$ cat config.mk
export PLATFORM = sky130hd
export DESIGN_NAME = pcap_duplicate_header_filter
export DESIGN_NICKNAME = d
export VERILOG_FILES = /design/src/rtl/core/pdhf_pkg.sv /design/src/rtl/core/pdhf_filter.sv /design/src/rtl/core/pcap_duplicate_header_filter.sv
export SDC_FILE = /design/constraint.sdc
export NUM_CORES = 1
export LEC_CHECK = 0
export BUFFER_PORTS_ARGS = -buffer_cell sky130_fd_sc_hd__buf_4
export CORE_MARGIN = 3
export CORE_UTILIZATION = 59
export DETAILED_ROUTE_END_ITERATION = 6
export GPL_TIMING_DRIVEN = 0
export HOLD_SLACK_MARGIN = 0.12
export PLACE_DENSITY = 0.79
export RECOVER_POWER = 25
export SLEW_MARGIN = 10
export SYNTH_ARGS = -nofsm -noshare
export SYNTH_HDL_FRONTEND = slang
export SYNTH_SLANG_ARGS = --single-unit
$ cat constraint.sdc
create_clock -name i_clk -period 2.55 [get_ports i_clk]
set_input_delay 0.51 -clock i_clk [delete_from_list [all_inputs] [get_ports i_clk]]
set_output_delay 0.51 -clock i_clk [all_outputs]
set_load 0.005 [all_outputs]
$ cat src/rtl/core/pdhf_pkg.sv
// Package: types and constants of the capture-header filter.
package pdhf_pkg;

    localparam int unsigned HEADER_LEN = 24;
    localparam int unsigned PREFIX_LEN = 4;
    localparam int unsigned OFFSET_W   = 5;
    localparam int unsigned BURST_MAX  = 4;
    localparam int unsigned COUNT_W    = 3;

    localparam logic [7:0] MAGIC_B0 = 8'hd4;
    localparam logic [7:0] MAGIC_B1 = 8'hc3;
    localparam logic [7:0] MAGIC_B2 = 8'hb2;
    localparam logic [7:0] MAGIC_B3 = 8'ha1;

    localparam logic OP_BLOCK_START = 1'b0;
    localparam logic OP_DATA        = 1'b1;

    typedef struct packed {
        logic       op;
        logic [7:0] byte_in;
    } t_in_item;

    typedef struct packed {
        logic [7:0] byte_out;
        logic       last;
    } t_out_item;

    typedef struct packed {
        logic [COUNT_W-1:0]             count;
        logic [BURST_MAX-1:0][7:0]      bytes;
    } t_burst;

endpackage

$ cat src/rtl/core/pdhf_filter.sv
// Filter state: block offset, held prefix, header tracking and result burst.
module pdhf_filter
    import pdhf_pkg::*;
(
    input  logic     i_clk,
    input  logic     i_rst_n,
    input  logic     i_accept,
    input  t_in_item i_item,
    input  logic     i_enable,
    output t_burst   o_burst
);

    localparam logic [OFFSET_W-1:0] PREFIX_LAST = OFFSET_W'(PREFIX_LEN - 1);
    localparam logic [OFFSET_W-1:0] PREFIX_DONE = OFFSET_W'(PREFIX_LEN);
    localparam logic [OFFSET_W-1:0] HDR_END     = OFFSET_W'(HEADER_LEN);

    logic [OFFSET_W-1:0] r_offset, n_offset;
    logic [2:0][7:0]     r_prefix, n_prefix;
    logic                r_seen, n_seen;
    logic                r_drop, n_drop;
    logic                magic;

    assign magic = (r_prefix[0] == MAGIC_B0) && (r_prefix[1] == MAGIC_B1) &&
                   (r_prefix[2] == MAGIC_B2) && (i_item.byte_in == MAGIC_B3);

    always_comb begin
        n_offset = r_offset;
        n_prefix = r_prefix;
        n_seen   = r_seen;
        n_drop   = r_drop;
        o_burst  = '0;
        if (i_accept) begin
            if (i_item.op == OP_BLOCK_START) begin
                n_offset = '0;
                n_drop   = 1'b0;
            end else if (i_enable) begin
                priority if (r_offset < PREFIX_LAST) begin
                    n_prefix[r_offset[1:0]] = i_item.byte_in;
                    n_offset = r_offset + 1'b1;
                end else if (r_offset == PREFIX_LAST) begin
                    n_offset = PREFIX_DONE;
                    if (magic && r_seen) begin
                        n_drop = 1'b1;
                    end else begin
                        o_burst.count    = COUNT_W'(BURST_MAX);
                        o_burst.bytes[0] = r_prefix[0];
                        o_burst.bytes[1] = r_prefix[1];
                        o_burst.bytes[2] = r_prefix[2];
                        o_burst.bytes[3] = i_item.byte_in;
                        n_seen = r_seen | magic;
                    end
                end else if (r_drop && (r_offset < HDR_END)) begin
                    n_offset = r_offset + 1'b1;
                end else begin
                    o_burst.count    = COUNT_W'(1);
                    o_burst.bytes[0] = i_item.byte_in;
                    if (r_offset < HDR_END) begin
                        n_offset = r_offset + 1'b1;
                    end
                end
            end
        end
    end

    always_ff @(posedge i_clk) begin
        if (!i_rst_n) begin
            r_offset <= '0;
            r_prefix <= '0;
            r_seen   <= 1'b0;
            r_drop   <= 1'b0;
        end else begin
            r_offset <= n_offset;
            r_prefix <= n_prefix;
            r_seen   <= n_seen;
            r_drop   <= n_drop;
        end
    end

`ifndef SYNTHESIS
    a_offset_sat: assert property (@(posedge i_clk) disable iff (!i_rst_n)
        r_offset <= HDR_END)
        else $error("block offset beyond header length");
    a_drop_after_prefix: assert property (@(posedge i_clk) disable iff (!i_rst_n)
        r_drop |-> (r_offset >= PREFIX_DONE) && r_seen)
        else $error("dropping header without a completed prefix");
    a_seen_sticky: assert property (@(posedge i_clk) disable iff (!i_rst_n)
        r_seen |=> r_seen)
        else $error("header flag cleared outside reset");
`endif

endmodule

$ cat src/rtl/core/pcap_duplicate_header_filter.sv
// Top level: capture-header filter with configuration register and output burst buffer.
//
// Input channel (i_in_valid / o_in_stall / i_in): one item per transfer, either a
// block-start marker or a data byte. Output channel (o_out_valid / i_out_stall /
// o_out): one byte per transfer, last set on the final byte of an input item.
// Configuration (i_cfg_valid / o_cfg_ready / i_cfg_data): the enable bit; the port is
// always ready; the user, not the block, keeps it written while the block is idle.
// The first result of an item appears in the cycle after its transfer.
// Throughput: one item per cycle while each item yields at most one byte and
// the receiver does not stall. The fourth byte of a passed block yields four
// bytes, which leave the four-entry output shift register at one per cycle;
// o_in_stall stays high until the last of them transfers.
// Items that yield nothing are taken whenever the output buffer is free.
// Reset (synchronous, active low) clears enable, the block offset, the held
// prefix, the header flag and the output buffer.
// When the receiver stalls, the buffered byte holds on o_out and new input
// transfers wait until the last buffered byte is taken.
module pcap_duplicate_header_filter
    import pdhf_pkg::*;
(
    input  logic      i_clk,
    input  logic      i_rst_n,
    input  logic      i_cfg_valid,
    output logic      o_cfg_ready,
    input  logic      i_cfg_data,
    input  logic      i_in_valid,
    output logic      o_in_stall,
    input  t_in_item  i_in,
    output logic      o_out_valid,
    input  logic      i_out_stall,
    output t_out_item o_out
);

    logic                          r_enable;
    logic [COUNT_W-1:0]            r_left, n_left;
    logic [BURST_MAX-1:0][7:0]     r_bytes, n_bytes;
    logic                          in_xfer;
    logic                          out_xfer;
    logic                          room;
    t_burst                        burst;

    assign o_cfg_ready = 1'b1;

    always_ff @(posedge i_clk) begin
        if (!i_rst_n) begin
            r_enable <= 1'b0;
        end else if (i_cfg_valid && o_cfg_ready) begin
            r_enable <= i_cfg_data;
        end
    end

    assign o_out_valid    = (r_left != '0);
    assign out_xfer       = o_out_valid && !i_out_stall;
    assign room           = (r_left == '0) || ((r_left == COUNT_W'(1)) && !i_out_stall);
    assign o_in_stall     = !room;
    assign in_xfer        = i_in_valid && room;
    assign o_out.byte_out = r_bytes[0];
    assign o_out.last     = (r_left == COUNT_W'(1));

    pdhf_filter u_filter (
        .i_clk    (i_clk),
        .i_rst_n  (i_rst_n),
        .i_accept (in_xfer),
        .i_item   (i_in),
        .i_enable (r_enable),
        .o_burst  (burst)
    );

    always_comb begin
        n_left  = r_left;
        n_bytes = r_bytes;
        if (in_xfer) begin
            n_left  = burst.count;
            n_bytes = burst.bytes;
        end else if (out_xfer) begin
            n_left  = r_left - 1'b1;
            n_bytes = {8'h00, r_bytes[BURST_MAX-1:1]};
        end
    end

    always_ff @(posedge i_clk) begin
        if (!i_rst_n) begin
            r_left <= '0;
        end else begin
            r_left <= n_left;
        end
        r_bytes <= n_bytes;
    end

`ifndef SYNTHESIS
    a_left_bound: assert property (@(posedge i_clk) disable iff (!i_rst_n)
        r_left <= COUNT_W'(BURST_MAX))
        else $error("output buffer count out of range");
    a_burst_shows: assert property (@(posedge i_clk) disable iff (!i_rst_n)
        in_xfer && (burst.count != '0) |=> o_out_valid && (r_left == $past(burst.count)))
        else $error("accepted burst not loaded into output buffer");
    a_no_overrun: assert property (@(posedge i_clk) disable iff (!i_rst_n)
        (r_left > COUNT_W'(1)) |-> o_in_stall)
        else $error("input accepted while output buffer still busy");
    a_drain: assert property (@(posedge i_clk) disable iff (!i_rst_n)
        out_xfer && !in_xfer |=> (r_left == $past(r_left) - 1'b1))
        else $error("output buffer count did not advance");
`endif

endmodule
Word level (Yosys, flattened, before mapping)
Index checks and enable logic that the tools add are counted.
{"block": "word_totals", "regBits": 67, "latchBits": 0, "ramBits": 0, "mem_bits_ro": 0, "inputBits": 15, "wordCells": 78, "mem_count": 0}
{"block": "op_classes", "add_sub_neg": 2, "n_mul": 0, "div": 0, "order_cmp": 4, "n_eq_ne": 11, "n_shift": 0, "n_mux": 27, "bitwise_logic": 3, "reduce_logical": 19}
{"cell": "$mux 35", "count": 4}
{"cell": "$mux 32", "count": 2}
{"cell": "$eq 8x8->1 const B", "count": 4}
{"cell": "$mux 5", "count": 6}
{"cell": "$bwmux 24", "count": 1}
{"cell": "$mux 24", "count": 1}
{"cell": "$mux 8", "count": 3}
{"cell": "$demux 8 s2", "count": 1}
{"cell": "$logic_and 1x1->1", "count": 9}
{"cell": "$mux 3", "count": 3}
{"cell": "$mux 1", "count": 6}
{"cell": "$ne 2x1->1 const B", "count": 3}
{"cell": "$reduce_and 6->1", "count": 1}
{"cell": "$add 5x1->5 const B", "count": 1}
{"cell": "$eq 5x2->1 const B", "count": 1}
{"cell": "$lt 5x2->1 const B", "count": 1}
{"cell": "$lt 5x5->1 const B", "count": 1}
{"cell": "$ne 5x1->1 const B", "count": 1}
{"cell": "$reduce_and 5->1", "count": 1}
{"cell": "$reduce_and 4->1", "count": 1}
{"cell": "$eq 3x1->1 const B", "count": 1}
{"cell": "$logic_not 3->1", "count": 1}
{"cell": "$lt 2x3->1 const B", "count": 1}
{"cell": "$reduce_and 3->1", "count": 1}
{"cell": "9 further kinds", "count": 11}

Logic depth before layout (Yosys ltp)
{"block": "logic_depth", "ltp_word": 11, "depth_mapped": 7, "mapped_depth_nobuf": 6}

Hierarchy
A second synthesis with hierarchy kept.
{"block": "hier_totals", "hier_cells": 353, "hier_area_um2": 3294.4}
{"mod": "pcap_duplicate_header_filter", "n_inst": 1, "cells_each": 162, "area_each_um2": 1692.9, "seq_area_each_um2": 1041.0}
{"mod": "pdhf_filter", "n_inst": 1, "cells_each": 191, "area_each_um2": 1601.5, "seq_area_each_um2": 620.6}

Worst setup path before layout
OpenSTA, ideal clock, no wires.
{"block": "synth_path", "kind": "input-to-reg", "startpoint": "in i_in[1] in the netlist's numbering", "endpoint": "reg r_bytes, in the netlist o_out[8] (data pin)", "setup_ps": 261, "arrival_ps": 1899, "t_required_ps": 2289, "setup_slack_ps": 391, "cell_stages": 5, "path_buffers": 1, "path_cell_list": "or4b_1 -> nor4_4 -> a311oi_2 -> buf_6 -> a221o_1"}
{"item": "start: declaration", "line": "pcap_duplicate_header_filter.sv:28", "text": "input t_in_item i_in,"}
{"item": "end signal: assignment", "line": "pcap_duplicate_header_filter.sv:87", "text": "r_bytes <= n_bytes;"}
{"item": "end: declaration", "line": "pcap_duplicate_header_filter.sv:36", "text": "logic [BURST_MAX-1:0][7:0] r_bytes, n_bytes;"}

==> impl_metrics.tcl <==
set metrics [dict create \
    run_status "complete, no violations" \
    period_needed_ns 2.37 \
    power_frac_comb 0.259 \
    drtIter0Drc 238 \
    crit_chain "ha_1 > nor2b_1 > o211ai_1 > a311oi_2 > buf_2 > a22o_1" \
    n_antenna_cell 0 \
    dr.max_layer_used "met4" \
    ant_nets 0 \
    p_switching_uw 955 \
    routabilityCongestion 0.832 \
    pwr-share-clk 0.291 \
    post_drt_wl_per_cell_microns 17.9 \
    drive_above_1_share 0.181 \
    cp.required_ns 2.76 \
    syn_to_final_growth_pct 16.7 \
    power.total_uw 3380 \
    cts_tree "done" \
    cp-end-kind "flip-flop" \
    met2WireLength_microns 3370 \
    viasPerCell 6.18 \
    syn_area_sq_um 3180 \
    critPathSlowestCell "a311oi_2" \
    final_cell_mix "dfxtp_1, edfxtp_1, a21oi_1" \
    yosysTopAreaCell "edfxtp_1" \
    leakage_uw 0.00134 \
    slew-limit-headroom 0.241 \
    synth_edf_count 32 \
    fin_util 0.716 \
    die_area_sq_um 6300 \
    grt_pass1_wl_microns 11900 \
    gr-total-overflow 0 \
    io_buffers 25 \
    hold_violations 0 \
    clk_path_buf_depth 2 \
    finalSetupTns_ns 0 \
    min_period_over_period 0.929 \
    yosys_warnings 0 \
    h-tree-depth 3 \
    grt_util_all_layers 0.252 \
    hp-class "input pin to flip-flop" \
    rows 26 \
    synthTopCellsByArea "edfxtp_1, dfxtp_1, nand4_1, a22o_1, a21oi_1" \
    synth.distinct_cells 48 \
    dr_wl_met3_microns 523 \
    drv_cap 0 \
    fillerInstances 378 \
    clockRootBuffer "clkbuf_8" \
    drc 0 \
    hpwlAfterDp_microns 4930 \
    final_nets 359 \
    cp_slowest_stage_delay_ns 0.49 \
    coreArea_sq_um 5170 \
    ys_seq_area_frac 0.523 \
    intPower_uw 2420 \
    synth_nets 320 \
    synth_ff_type "dfxtp_1" \
    clock-sinks 67 \
    fp.dieW_microns 79.4 \
    syn-instance-count 298 \
    final_common_cell "dfxtp_1" \
    clock.fmax_mhz 422 \
    cts_buffers 9 \
    worstPathMaxFanout 10 \
    drtPass1Iterations 5 \
    finalWirelength_microns 7370 \
    irDropWorstVdd_v 0.000485 \
    start_util 0.614 \
    skew_ns 0.00577 \
    start_kind "flip-flop" \
    grt_max_degree 17 \
    syn_area_per_cell_sq_um 10.7 \
    grt_pass1_vias 2397 \
    antenna_found_initial 0 \
    path_clk_slew_ns 0.07 \
    worstSkewPairLatency_ns 0.34 \
    top_level_ports 27 \
    finalMaxSlewViolations 0 \
    powerDensity_nw_per_um2 911 \
    synthDominantCellAreaShare 0.303 \
    crit_buf_inv 1 \
    worst_ep_arrival_time_ns 2.58 \
    switching_share 0.283 \
    synth_seq_cells 67 \
    setup_violations 0 \
    crit_type "flip-flop to flip-flop" \
    pwr-share-seq 0.450 \
    rsz0062_at_grt "false" \
    async_flop_share 0 \
    ctsHoldBuffers 0 \
    worst_slew_pin_slew_ns 1.14 \
    die_h_microns 79.4 \
    met1_length_microns 3220 \
    cpLargestDelayFamily "compound AO/OA/AOI/OAI gates" \
    vias 2548 \
]
==> cells in the mapped netlist (all sizes together), types with 10 or more instances <==
| master | count |
|---|---|
| a22o | 17 |
| edfxtp | 32 |
| clkbuf | 18 |
| buf | 11 |
| dfxtp | 35 |
| o21ai | 27 |
| inv | 11 |
| nand4 | 26 |
| a21oi | 29 |
| and2 | 10 |
==> per-stage QoR <==
step           setup slack, ns  hold slack (ns)  area (sq um)  instances
3_3_place_gp            0.0371            0.443          3450        393
5_1_grt                 0.0428            0.434          3700        412
6_report                 0.180            0.429          3700        412
3_5_place_dp            0.0145            0.460          3450        393
2_1_floorplan            0.391            0.432          3180        298
4_1_cts                 0.0257            0.406          3690        410
==> area by class of cell <==
cell class	count	area, sq um	area share
flip-flops and latches	67	1660	0.448
multi-input cells	191	1330	0.358
repair buffers	27	199	0.0537
plain buffers	29	153	0.0412
clock buffers	10	138	0.0371
clock inverters	6	88.8	0.0240
well taps	70	87.6	0.0236
inverters	11	45.0	0.0122
repair inverters	1	7.51	0.00203
==> routing by layer <==
metal,global-route usage,up-vias
met4,0.144,0
met5,0,-
met1,0.349,1199
met3,0.0397,22
li1,-,1218
met2,0.375,109
==> worst paths after layout <==
| check | slack (ns) | startpoint | end | depth (start not counted) |
|---|---|---|---|---|
| setup / recovery | 0.18 | r_left[0] | r_bytes[13] | 6 |
| hold / removal | 0.43 | i_cfg_data | r_enable | 3 |
| setup reg to reg | 0.18 | r_left[0] | r_bytes[13] | 6 |
| hold reg to reg | 0.47 | r_left[1] | r_left[1] | 2 |
==> sequential cells by signal (all words and copies together) (netlist names) <==
signal / flops
u_filter.r_seen: 1
u_filter.r_prefix: 24
u_filter.r_offset: 5
r_bytes: 24
u_filter.r_drop: 1
o_out: 8
r_enable: 1
r_left: 3
==> worst reg2reg max path, cell delays in order, from the launching register on <==
cell and delay, ns:
dfxtp_1 0.39, ha_1 0.23, nor2b_1 0.41, o211ai_1 0.19
a311oi_2 0.49, buf_2 0.35, a22o_1 0.18
==> logic make-up after synthesis <==
kind of cell | Yosys count | synth area share
multiplexers | 3 | 0.00946
buffers and inverters | 40 | 0.0607
XOR/XNOR | 1 | 0.00276
flip-flops | 67 | 0.523
AND/OR/NAND/NOR | 81 | 0.169
adder cells (fa/ha/maj) | 7 | 0.0276
AO/OA/AOI/OAI | 98 | 0.206
other | 1 | 0.00118
==> what timing repair did <==
| item | CTS | global route |
|---|---|---|
| setup endpoints to repair | 7 | 41 |
| gates cloned | 1 | 0 |
| setup buffers | 0 | 2 |
| gates resized for setup | 3 | 2 |
==> power by group through the flow <==
stage	Combinational [uW]	Clock (uW)	Sequential, uW
final	874	981	1520
after floorplan	540	0	1510
after global routing	952	1040	1540
after detailed placement	832	0	1550
after global placement	812	0	1540
after CTS	864	996	1520
No activity file was read; power rests on OpenSTA's default activity.
